[config.mk]
export PLATFORM = sky130hd
export DESIGN_NAME = g711_compander_round_trip_top
export DESIGN_NICKNAME = d
export VERILOG_FILES = /design/src/hw/rtl/g711rt_pkg.sv /design/src/hw/rtl/g711_compander_round_trip_top.sv /design/src/hw/rtl/g711rt_datapath.sv
export VERILOG_INCLUDE_DIRS = /design/src /design/src/hw/rtl
export SDC_FILE = /design/constraint.sdc
export NUM_CORES = 1
export LEC_CHECK = 0
export BUFFER_PORTS_ARGS = -buffer_cell sky130_fd_sc_hd__clkbuf_2
export CELL_PAD_IN_SITES_DETAIL_PLACEMENT = 0
export CELL_PAD_IN_SITES_GLOBAL_PLACEMENT = 1
export CORE_MARGIN = 5
export CORE_UTILIZATION = 45
export CTS_BUF_LIST = sky130_fd_sc_hd__clkbuf_4
export CTS_CLUSTER_SIZE = 24
export DETAILED_ROUTE_END_ITERATION = 10
export PLACE_DENSITY = 0.94
export SLEW_MARGIN = 10
export SYNTH_ARGS = -nofsm -noshare
export SYNTH_HDL_FRONTEND = slang
export SYNTH_SLANG_ARGS = --single-unit
[constraint.sdc]
create_clock -name aclk -period 8 [get_ports aclk]
set_clock_uncertainty 0.15 [all_clocks]
set_input_delay 0.8 -clock aclk [delete_from_list [all_inputs] [get_ports aclk]]
set_output_delay 0.8 -clock aclk [all_outputs]
set_load 0.01 [all_outputs]
[src/hw/rtl/assert_macros.svh]
// Assertion macros shared by the RTL of the G.711 round-trip block.
// Depends on nothing; each macro takes its clock and active-low reset as arguments.
`ifndef ASSERT_MACROS_SVH
`define ASSERT_MACROS_SVH

// Same-cycle implication, checked while reset is released.
`define ASSERT_IMPL(label, clk, rst_n, ante, cons, msg) \
    label: assert property (@(posedge clk) disable iff (!(rst_n)) (ante) |-> (cons)) \
        else $error(msg);

// Next-cycle implication, checked while reset is released.
`define ASSERT_NEXT(label, clk, rst_n, ante, cons, msg) \
    label: assert property (@(posedge clk) disable iff (!(rst_n)) (ante) |=> (cons)) \
        else $error(msg);

`endif

[src/hw/rtl/g711rt_pkg.sv]
// Package of the G.711 round-trip block: constants, stage-control type and helpers.
// Depends on nothing; used by g711rt_datapath and the top level.
package g711rt_pkg;

    localparam int unsigned CLIP_LEVEL = 32635;
    localparam int unsigned MU_BIAS    = 132;
    localparam int unsigned MAG_MAX    = 32767;

    // Clip limit never exceeds the largest 15-bit magnitude.
    localparam logic [14:0] CLIP_LIM =
        15'((CLIP_LEVEL > MAG_MAX) ? MAG_MAX : CLIP_LEVEL);
    localparam logic [15:0] MU_BIAS_W  = 16'(MU_BIAS);
    localparam logic [15:0] MAG_MAX_W  = 16'(MAG_MAX);

    localparam logic [7:0]  STD_MU_BIAS = 8'd132;
    localparam logic [7:0]  A_XOR       = 8'h55;
    localparam logic [7:0]  SIGN_BIT    = 8'h80;
    localparam logic [14:0] A_LIN_LIMIT = 15'd256;
    localparam logic [8:0]  A_SEG0_ADD  = 9'h008;
    localparam logic [8:0]  A_SEGN_ADD  = 9'h108;

    localparam logic LAW_MU   = 1'b0;
    localparam logic LAW_ALAW = 1'b1;

    // Register index as decoded from paddr[2].
    localparam logic REG_LAW_SELECT = 1'b0;

    // Load enables of the three pipeline stages.
    typedef struct packed {
        logic s1;
        logic s2;
        logic s3;
    } adv_t;

    // Position of the highest set bit; zero for a zero input.
    function automatic logic [2:0] lead_one8(input logic [7:0] v);
        logic [2:0] pos;
        pos = 3'd0;
        for (int i = 1; i < 8; i++) begin
            if (v[i]) begin
                pos = 3'(i);
            end
        end
        return pos;
    endfunction

endpackage

[src/hw/rtl/g711_compander_round_trip_top.sv]
// Top level of the G.711 mu-law / A-law round trip: handshakes, config register, pipeline.
// Depends on g711rt_pkg, g711rt_datapath and assert_macros.svh.
//
//   channel | direction | handshake        | payload
//   s_      | in        | s_valid/s_ready  | s_pcm_sample (signed 16)
//   m_      | out       | m_valid/m_ready  | m_code_byte (8), m_expanded_sample (signed 16)
//   APB     | in/out    | psel/penable     | law_select at byte address 0
//
// An accepted beat moves through stage 1 and stage 2 into the output register before it
// can leave. The three-stage pipeline takes a new beat every cycle unless full and stalled.
// Reset is synchronous and active low; it clears the stage valid bits and law_select.
// A stall at the output holds the last stage; earlier stages keep filling their empty slots,
// so s_ready drops only once every stage holds a beat.
module g711_compander_round_trip_top (
    input  logic               aclk,
    input  logic               aresetn,
    input  logic               s_valid,
    output logic               s_ready,
    input  logic signed [15:0] s_pcm_sample,
    output logic               m_valid,
    input  logic               m_ready,
    output logic [7:0]         m_code_byte,
    output logic signed [15:0] m_expanded_sample,
    input  logic               psel,
    input  logic               penable,
    input  logic               pwrite,
    input  logic [2:0]         paddr,
    input  logic [31:0]        pwdata,
    output logic [31:0]        prdata,
    output logic               pready
);

    `include "assert_macros.svh"

    // The only register is law_select; writes to other addresses are dropped.
    logic law_select_reg;
    logic cfg_write;

    assign pready    = 1'b1;
    assign cfg_write = psel && penable && pwrite && pready
                     && (paddr[2] == g711rt_pkg::REG_LAW_SELECT);
    assign prdata    = (paddr[2] == g711rt_pkg::REG_LAW_SELECT)
                     ? {31'd0, law_select_reg} : 32'd0;

    always_ff @(posedge aclk) begin
        if (!aresetn) begin
            law_select_reg <= g711rt_pkg::LAW_MU;
        end else if (cfg_write) begin
            law_select_reg <= pwdata[0];
        end
    end

    // Valid bits travel with the beats. A stage loads when it is empty or its
    // contents move on in the same cycle, so bubbles collapse during a stall.
    logic v1_reg, v2_reg, v3_reg;
    g711rt_pkg::adv_t adv;

    always_comb begin
        adv.s3 = !v3_reg || m_ready;
        adv.s2 = !v2_reg || adv.s3;
        adv.s1 = !v1_reg || adv.s2;
    end

    always_ff @(posedge aclk) begin
        if (!aresetn) begin
            v1_reg <= 1'b0;
            v2_reg <= 1'b0;
            v3_reg <= 1'b0;
        end else begin
            if (adv.s1) begin
                v1_reg <= s_valid;
            end
            if (adv.s2) begin
                v2_reg <= v1_reg;
            end
            if (adv.s3) begin
                v3_reg <= v2_reg;
            end
        end
    end

    assign s_ready = adv.s1;
    assign m_valid = v3_reg;

    g711rt_datapath u_datapath (
        .aclk            (aclk),
        .adv             (adv),
        .law_select      (law_select_reg),
        .pcm_sample      (s_pcm_sample),
        .code_byte       (m_code_byte),
        .expanded_sample (m_expanded_sample)
    );

    // Every stage holds a beat.
    logic pipe_full;
    assign pipe_full = v1_reg && v2_reg && v3_reg;

    // An empty output stage means the pipeline can always take a beat.
    `ASSERT_IMPL(a_empty_ready, aclk, aresetn, !m_valid, s_ready, "s_ready low with output empty")

    // An accepted beat always lands in the first stage.
    `ASSERT_NEXT(a_accept_s1, aclk, aresetn, s_valid && s_ready, v1_reg, "beat lost at stage 1")

    // With every stage full and the output stalled, nothing more may enter.
    `ASSERT_IMPL(a_full_stall, aclk, aresetn, pipe_full && !m_ready, !s_ready, "taken while full")

endmodule

[src/hw/rtl/g711rt_datapath.sv]
// Three-stage payload path of the G.711 round trip: magnitude, encode, decode.
// Depends on g711rt_pkg; stage load enables come from the top level.
module g711rt_datapath (
    input  logic                aclk,
    input  g711rt_pkg::adv_t    adv,
    input  logic                law_select,
    input  logic signed [15:0]  pcm_sample,
    output logic [7:0]          code_byte,
    output logic signed [15:0]  expanded_sample
);

    // Stage 1: sign, clipped magnitude, bias for mu-law.
    logic        neg1_reg, law1_reg;
    logic [14:0] mag1_reg;
    logic [14:0] mag1_next;
    logic [16:0] mag_abs;
    logic [14:0] mag_clip;
    logic [15:0] mag_bias;

    always_comb begin
        mag_abs  = pcm_sample[15] ? (17'h10000 - {1'b0, pcm_sample})
                                  : {1'b0, pcm_sample};
        mag_clip = (mag_abs > {2'b00, g711rt_pkg::CLIP_LIM}) ? g711rt_pkg::CLIP_LIM
                                                             : mag_abs[14:0];
        mag_bias = {1'b0, mag_clip} + g711rt_pkg::MU_BIAS_W;
        if (mag_bias > g711rt_pkg::MAG_MAX_W) begin
            mag_bias = g711rt_pkg::MAG_MAX_W;
        end
        mag1_next = (law_select == g711rt_pkg::LAW_ALAW) ? mag_clip : mag_bias[14:0];
    end

    always_ff @(posedge aclk) begin
        if (adv.s1) begin
            neg1_reg <= pcm_sample[15];
            law1_reg <= law_select;
            mag1_reg <= mag1_next;
        end
    end

    // Stage 2: segment from the leading one, mantissa, code byte.
    logic       law2_reg;
    logic [7:0] code2_reg;
    logic [7:0] code2_next;
    logic [2:0] mu_e, a_e;
    logic [14:0] mu_sh, a_sh;
    logic [7:0] mu_code, a_c, a_sign;

    always_comb begin
        mu_e    = g711rt_pkg::lead_one8(mag1_reg[14:7]);
        mu_sh   = mag1_reg >> ({1'b0, mu_e} + 4'd3);
        mu_code = ~{neg1_reg, mu_e, mu_sh[3:0]};
        a_e     = 3'd1 + g711rt_pkg::lead_one8({1'b0, mag1_reg[14:8]});
        a_sh    = mag1_reg >> ({1'b0, a_e} + 4'd3);
        a_c     = (mag1_reg >= g711rt_pkg::A_LIN_LIMIT) ? {1'b0, a_e, a_sh[3:0]}
                                                         : {4'b0000, mag1_reg[7:4]};
        a_sign  = neg1_reg ? 8'h00 : g711rt_pkg::SIGN_BIT;
        code2_next = (law1_reg == g711rt_pkg::LAW_ALAW)
                   ? (a_c ^ a_sign ^ g711rt_pkg::A_XOR) : mu_code;
    end

    always_ff @(posedge aclk) begin
        if (adv.s2) begin
            law2_reg  <= law1_reg;
            code2_reg <= code2_next;
        end
    end

    // Stage 3: standard G.711 expansion of the code.
    logic [7:0]  code3_reg;
    logic [15:0] lin3_reg;
    logic [15:0] lin3_next;
    logic [7:0]  mu_u, a_a;
    logic [7:0]  mu_t0;
    logic [14:0] mu_t;
    logic [8:0]  a_base;
    logic [14:0] a_t;
    logic [15:0] mu_lin, a_lin;

    always_comb begin
        mu_u   = ~code2_reg;
        mu_t0  = {1'b0, mu_u[3:0], 3'b000} + g711rt_pkg::STD_MU_BIAS;
        mu_t   = {7'd0, mu_t0} << mu_u[6:4];
        mu_lin = mu_u[7] ? ({8'd0, g711rt_pkg::STD_MU_BIAS} - {1'b0, mu_t})
                         : ({1'b0, mu_t} - {8'd0, g711rt_pkg::STD_MU_BIAS});
        a_a    = code2_reg ^ g711rt_pkg::A_XOR;
        a_base = {1'b0, a_a[3:0], 4'b0000};
        if (a_a[6:4] == 3'd0) begin
            a_t = {6'd0, a_base + g711rt_pkg::A_SEG0_ADD};
        end else begin
            a_t = {6'd0, a_base + g711rt_pkg::A_SEGN_ADD} << (a_a[6:4] - 3'd1);
        end
        a_lin  = a_a[7] ? {1'b0, a_t} : (16'd0 - {1'b0, a_t});
        lin3_next = (law2_reg == g711rt_pkg::LAW_ALAW) ? a_lin : mu_lin;
    end

    always_ff @(posedge aclk) begin
        if (adv.s3) begin
            code3_reg <= code2_reg;
            lin3_reg  <= lin3_next;
        end
    end

    assign code_byte       = code3_reg;
    assign expanded_sample = lin3_reg;

endmodule

Word level (Yosys, flattened, before mapping)
Index checks and enable logic that the tools add are counted.

operators by class
  shift-type cells = 4
  magnitude comparators = 3
  bitwise logic cells = 6
  reduce and logical (&&, ||, !) cells = 10
  add/subtract/negate cells = 12
  muxes and demuxes = 25

operator list
  cell                      number
  $mux W15                  4
  $mux W16                  3
  $shr A15 B4 Y4            2
  $mux W3                   7
  $gt A17 B15 Y1 const B    1
  $mux W17                  1
  $sub A17 B16 Y17 const A  1
  $add A15 B8 Y16 const B   1
  $gt A16 B15 Y1 const B    1
  $mux W8                   2
  $not A8 Y8                2
  $sub A1 B15 Y16 const A   1
  $sub A15 B8 Y16 const B   1
  $sub A8 B15 Y16 const A   1
  $ge A15 B9 Y1 const B     1
  $shl A8 B3 Y15            1
  $shl A9 B3 Y15            1
  $add A8 B4 Y9 const B     1
  $add A8 B9 Y9 const B     1
  $add A3 B2 Y4 const B     2
  $add A7 B8 Y8 const B     1
  $mux W2                   4
  $not A4 Y4                2
  $xor A8 B8 Y8             1
  9 further kinds           17

word-level totals
  output and inout bits = 59
  logic and storage cells = 71
  bits of input ports = 58
  bits in registers = 54

Logic depth before layout (Yosys ltp)
  depth after elaboration = 13
  depth in mapped cells = 15
  depth with buffers taken out = 15

Hierarchy
Synthesis repeated with hierarchy kept, for this count alone.

second synthesis, totals
  cells, all modules = 617
  area, all modules = 5,088.6 um^2

by module, submodules not included
  module                         cells each  area an instance (um^2)  times used
  g711rt_datapath                565         4,665.7                  1
  g711_compander_round_trip_top  52          422.9                    1

Least setup slack after synthesis
OpenSTA, ideal clock, no wires.

  kind = input to register
  start point = in s_pcm_sample[4]
  end point = reg u_datapath.mag1_reg[14], data pin
  cell stages on the path = 14
  library setup time = 0.255 ns
  path slack = 3.804 ns
  arrival time = 3.791 ns
  cell sequence = buf_2 -> or4_4 -> or4_4 -> a32oi_4 -> o311a_2 -> a31oi_1 -> buf_4 -> nand2_1 -> ha_1 -> nor2b_1 -> o21ai_0 -> nand3_2 -> a22oi_1 -> a31o_1

on the way
  longest elaborated chain between the ends = 8

RTL lines
  what                          line                                 text
  start: declaration            g711_compander_round_trip_top.sv:19  input logic signed [15:0] s_pcm_sample,
  $sub A17 B16 Y17              g711rt_datapath.sv:21                mag_abs = pcm_sample[15] ? (17'h10000 - {1'b0, pcm_sample})
  $mux W17 (*)                  g711rt_datapath.sv:21
  $gt A17 B15 Y1                g711rt_datapath.sv:23                mag_clip = (mag_abs > {2'b00, g711rt_pkg::CLIP_LIM}) ? g711rt_pkg::CLIP_LIM
  $mux W15 (*)                  g711rt_datapath.sv:23
  $add A15 B8 Y16               g711rt_datapath.sv:25                mag_bias = {1'b0, mag_clip} + g711rt_pkg::MU_BIAS_W;
  $gt A16 B15 Y1                g711rt_datapath.sv:26                if (mag_bias > g711rt_pkg::MAG_MAX_W) begin
  $mux W15                      g711rt_datapath.sv:26
  $mux W15 (*)                  g711rt_datapath.sv:29                mag1_next = (law_select == g711rt_pkg::LAW_ALAW) ? mag_clip : mag_bias[14:0];
  via u_datapath.mag1_next[14]  g711rt_datapath.sv:15                logic [14:0] mag1_next;
  end signal: assignment        g711rt_datapath.sv:36                mag1_reg <= mag1_next;
  end: declaration              g711rt_datapath.sv:14                logic [14:0] mag1_reg;

The timed path passes the listed nets; every way through them passes the cells marked *.
A chain may end at the register's enable or synchronous reset.

Worst setup path after layout
  start point = in s_pcm_sample[15]
  end point = reg u_datapath.mag1_reg[12], data pin

The elaborated chain is that of the path after synthesis.

==> results.py <==
metrics = {
    "global_route": {
        "grt_pass1_vias": 3829,
        "grt_antenna_before_repair": 0,
        "grt_max_degree": 40,
        "grt_pass1_wl_um": 18000,
        "grt-ovfl-total": 0,
        "grt_usage": 0.162,
    },
    "logic_synthesis": {
        "syn_area_um2": 4940,
        "synth_area_leader_cell": "edfxtp_1",
        "ys_seq_elements": 49,
        "seq_area_frac_synth": 0.290,
        "synthCells": 590,
        "synth_area_leaders": "edfxtp_1 (27%), buf_4 (5.3%), xnor2_1 (4.6%)",
        "yosysTopAreaCellShare": 0.273,
        "async_flop_share": 0,
        "yosysUniqueCellTypes": 81,
        "synthFlopType": "edfxtp_1",
        "synth-edff-count": 45,
        "syn_avg_cell_area_um2": 8.37,
        "ys_warn_count": 0,
    },
    "placement": {
        "dpl_cell_area_um2": 5100,
        "numPortBuffers": 49,
        "place_congestion": 0.901,
        "hpwl_um": 8390,
    },
    "route": {
        "drc": 0,
        "wl_um": 10900,
        "drt_iter0_drc": 239,
        "drtAntennaViolNets": 0,
        "wire_per_inst_um": 14.5,
        "first_pass_iters": 5,
        "vias": 4290,
        "via_per_inst": 5.70,
    },
    "power_and_ir_drop": {
        "ir_drop_mv": 0.0712,
        "p_total_mw": 1.09,
        "static-leakage-power_nw": 2.08,
        "powerDensity_nw_per_um2": 210,
    },
    "timing": {
        "period_share": 0.574,
        "hold_slack_ns": 0.355,
        "fmax_mhz": 218,
        "relSlewSlack": 0.166,
        "finalHoldViolations": 0,
        "finalCriticalPeriod_ns": 4.59,
        "timing.setup.tns_ns": 0,
        "rsz0062_at_grt": "false",
        "tightest_slew_ns": 1.25,
        "final-max-slew-violation-count": 0,
        "finalSetupViolations": 0,
    },
    "layout": {
        "n_antenna_cell": 0,
        "fin_nets": 678,
        "area_growth_pct": 4.89,
        "largest_register_ff_count": 14,
        "drive_gt1_frac": 0.147,
        "n_fill_cell": 1040,
        "fin_area_um2": 5180,
        "post-route-util": 0.480,
    },
    "flow_run": {
        "maxCapViolCount": 0,
    },
    "worst_setup_path": {
        "r2r-start": "u_datapath.code2_reg[5]$_DFFE_PP_",
        "worstRegToRegCells": 9,
        "worst_setup_path_start_kind": "primary input",
        "critPathCaptureType": "register",
        "r2r_setup_slack_ns": 3.88,
        "reg2reg_to": "u_datapath.expanded_sample[11]$_DFFE_PP_",
        "critical_path_required_ns": 7.95,
        "arrival_ns": 4.54,
        "slowest_stage": "o41ai_1",
        "max_stage_delay_ns": 0.67,
        "path_class": "primary input to register",
        "path_max_fanout": 25,
        "worstPathCellList": "clkbuf_2 > clkinv_1 > o311a_1 > o41ai_1 > a31oi_1 > nand2_1 > ha_1 > nor2b_1 > o21ai_0 > nand3_2 > o211a_1 > o221ai_2",
    },
    "floorplanning": {
        "core_region_area_um2": 10800,
        "rows": 38,
        "die_x_um": 115,
        "start_util": 0.458,
        "die-height_um": 115,
        "io_pins": 117,
        "die-area_um2": 13200,
    },
    "worst_hold_path": {
        "hold_depth": 2,
        "worstHoldEndpoint": "v2_reg$_SDFFE_PN0P_",
        "hold_class": "register to register",
        "min-delay-start": "v1_reg$_SDFFE_PN0P_",
    },
    "clock_network": {
        "insertion_delay_ns": 0.38,
        "cts_buffer_depth": 2,
        "cts_hold_buf": 0,
        "numClockSinks": 49,
        "clk_pin_slew_worst_paths_ns": 0.14,
        "cts_buffers": 5,
        "root_buffer": "clkbuf_4",
        "htreeDepth": 2,
        "post_cts_resized": 0,
        "post-cts-setup-buffers": 0,
        "cts_tree": "yes",
    },
    "outcome": {
        "status": "finished clean",
    },
}
## cell type report
cell class	count	area, um2	area share
flip-flops and latches	49	1430	0.276
clock inverters	2	33.8	0.00652
multi-input cells	476	3120	0.602
repair buffers	54	283	0.0546
inverters	25	93.8	0.0181
well taps	140	175	0.0338
clock buffers	6	45.0	0.00869
## worst max path at each step
stage,start,to,slack (ns),cells after the start
6_report,s_pcm_sample[15],u_datapath.mag1_reg[12]$_DFFE_PP_,3.41,12
4_1_cts,s_pcm_sample[15],u_datapath.mag1_reg[12]$_DFFE_PP_,3.40,12
3_5_place_dp,s_pcm_sample[15],u_datapath.mag1_reg[12]$_DFFE_PP_,3.00,12
3_3_place_gp,s_pcm_sample[15],u_datapath.mag1_reg[12]$_DFFE_PP_,3.10,12
2_1_floorplan,s_pcm_sample[4],u_datapath.mag1_reg[14]$_DFFE_PP_,3.80,14
5_1_grt,s_pcm_sample[3],u_datapath.mag1_reg[12]$_DFFE_PP_,3.01,13
## power breakdown
group	leakage, nW	switching (mW)	internal [mW]
registers	0.515	0.0572	0.348
logic	1.52	0.309	0.227
clock network	0.0433	0.0800	0.0686
## layout by cell type (no fill, tap or decap), types with 4 or more instances in the layout
cell type / instances
o21ai_1: 4
inv_1: 22
clkbuf_2: 49
mux2i_1: 20
a21boi_0: 5
o31ai_1: 10
nor2_1: 45
or2_2: 6
and2_1: 4
conb_1: 34
edfxtp_1: 45
a211oi_1: 9
dfxtp_1: 4
clkbuf_4: 6
mux4_2: 4
o22ai_1: 5
nand4_1: 5
nand3_1: 10
xnor2_1: 26
a21o_1: 4
xor2_1: 17
a22oi_1: 6
a21oi_1: 41
ha_1: 9
nand2_1: 50
nor3_1: 12
o211ai_1: 7
nor2b_1: 18
nor3b_1: 5
buf_4: 5
nand2b_1: 10
o21ai_0: 30
a31oi_1: 13
## per-layer routing
metal / global-route usage / vias up / wire (um) / share of wire
met5: 0 / - / 0 / 0
met4: 0.0423 / 0 / 153 / 0.014
met3: 0.0168 / 13 / 528 / 0.048
met2: 0.274 / 128 / 5230 / 0.48
met1: 0.223 / 2005 / 5020 / 0.46
li1: - / 2144 / - / -
## cell families after synthesis
kind of cell,after synthesis,share of synthesized area
fa+ha+maj,9,0.0228
buf+inv,97,0.103
xor+xnor,43,0.0762
mux,27,0.0656
compound gates,176,0.247
flops,49,0.290
simple gates,187,0.194
other cells,2,0.00152
## synthesized netlist by cell type (6+ instances only)
cell type / n
o21ai_0: 30
nor3_1: 12
a21oi_1: 41
or2_2: 6
nor2_1: 45
xnor2_1: 26
o211ai_1: 7
a31oi_1: 13
nor2b_1: 18
a211oi_1: 9
o31ai_1: 10
ha_1: 9
nand2b_1: 10
a22oi_1: 6
buf_4: 35
nand3_1: 10
xor2_1: 17
mux2i_1: 20
edfxtp_1: 45
clkbuf_1: 28
inv_1: 22
nand2_1: 50
## worst max-delay path, delay by kind of cell
| kind | cells | cell delay (ns) |
|---|---|---|
| adder cells (fa/ha/maj) | 1 | 0.18 |
| AND/OR/NAND/NOR | 3 | 0.71 |
| AO/OA/AOI/OAI | 6 | 2.10 |
| buffers and inverters | 2 | 0.75 |
## stage by stage
stage	std cells	setup WS [ns]
final	752	3.41
after global routing	752	3.01
after CTS	752	3.40
after detailed placement	744	3.00
after global placement	744	3.10
after floorplan	622	3.80
Power figures use the tool's default switching activity.
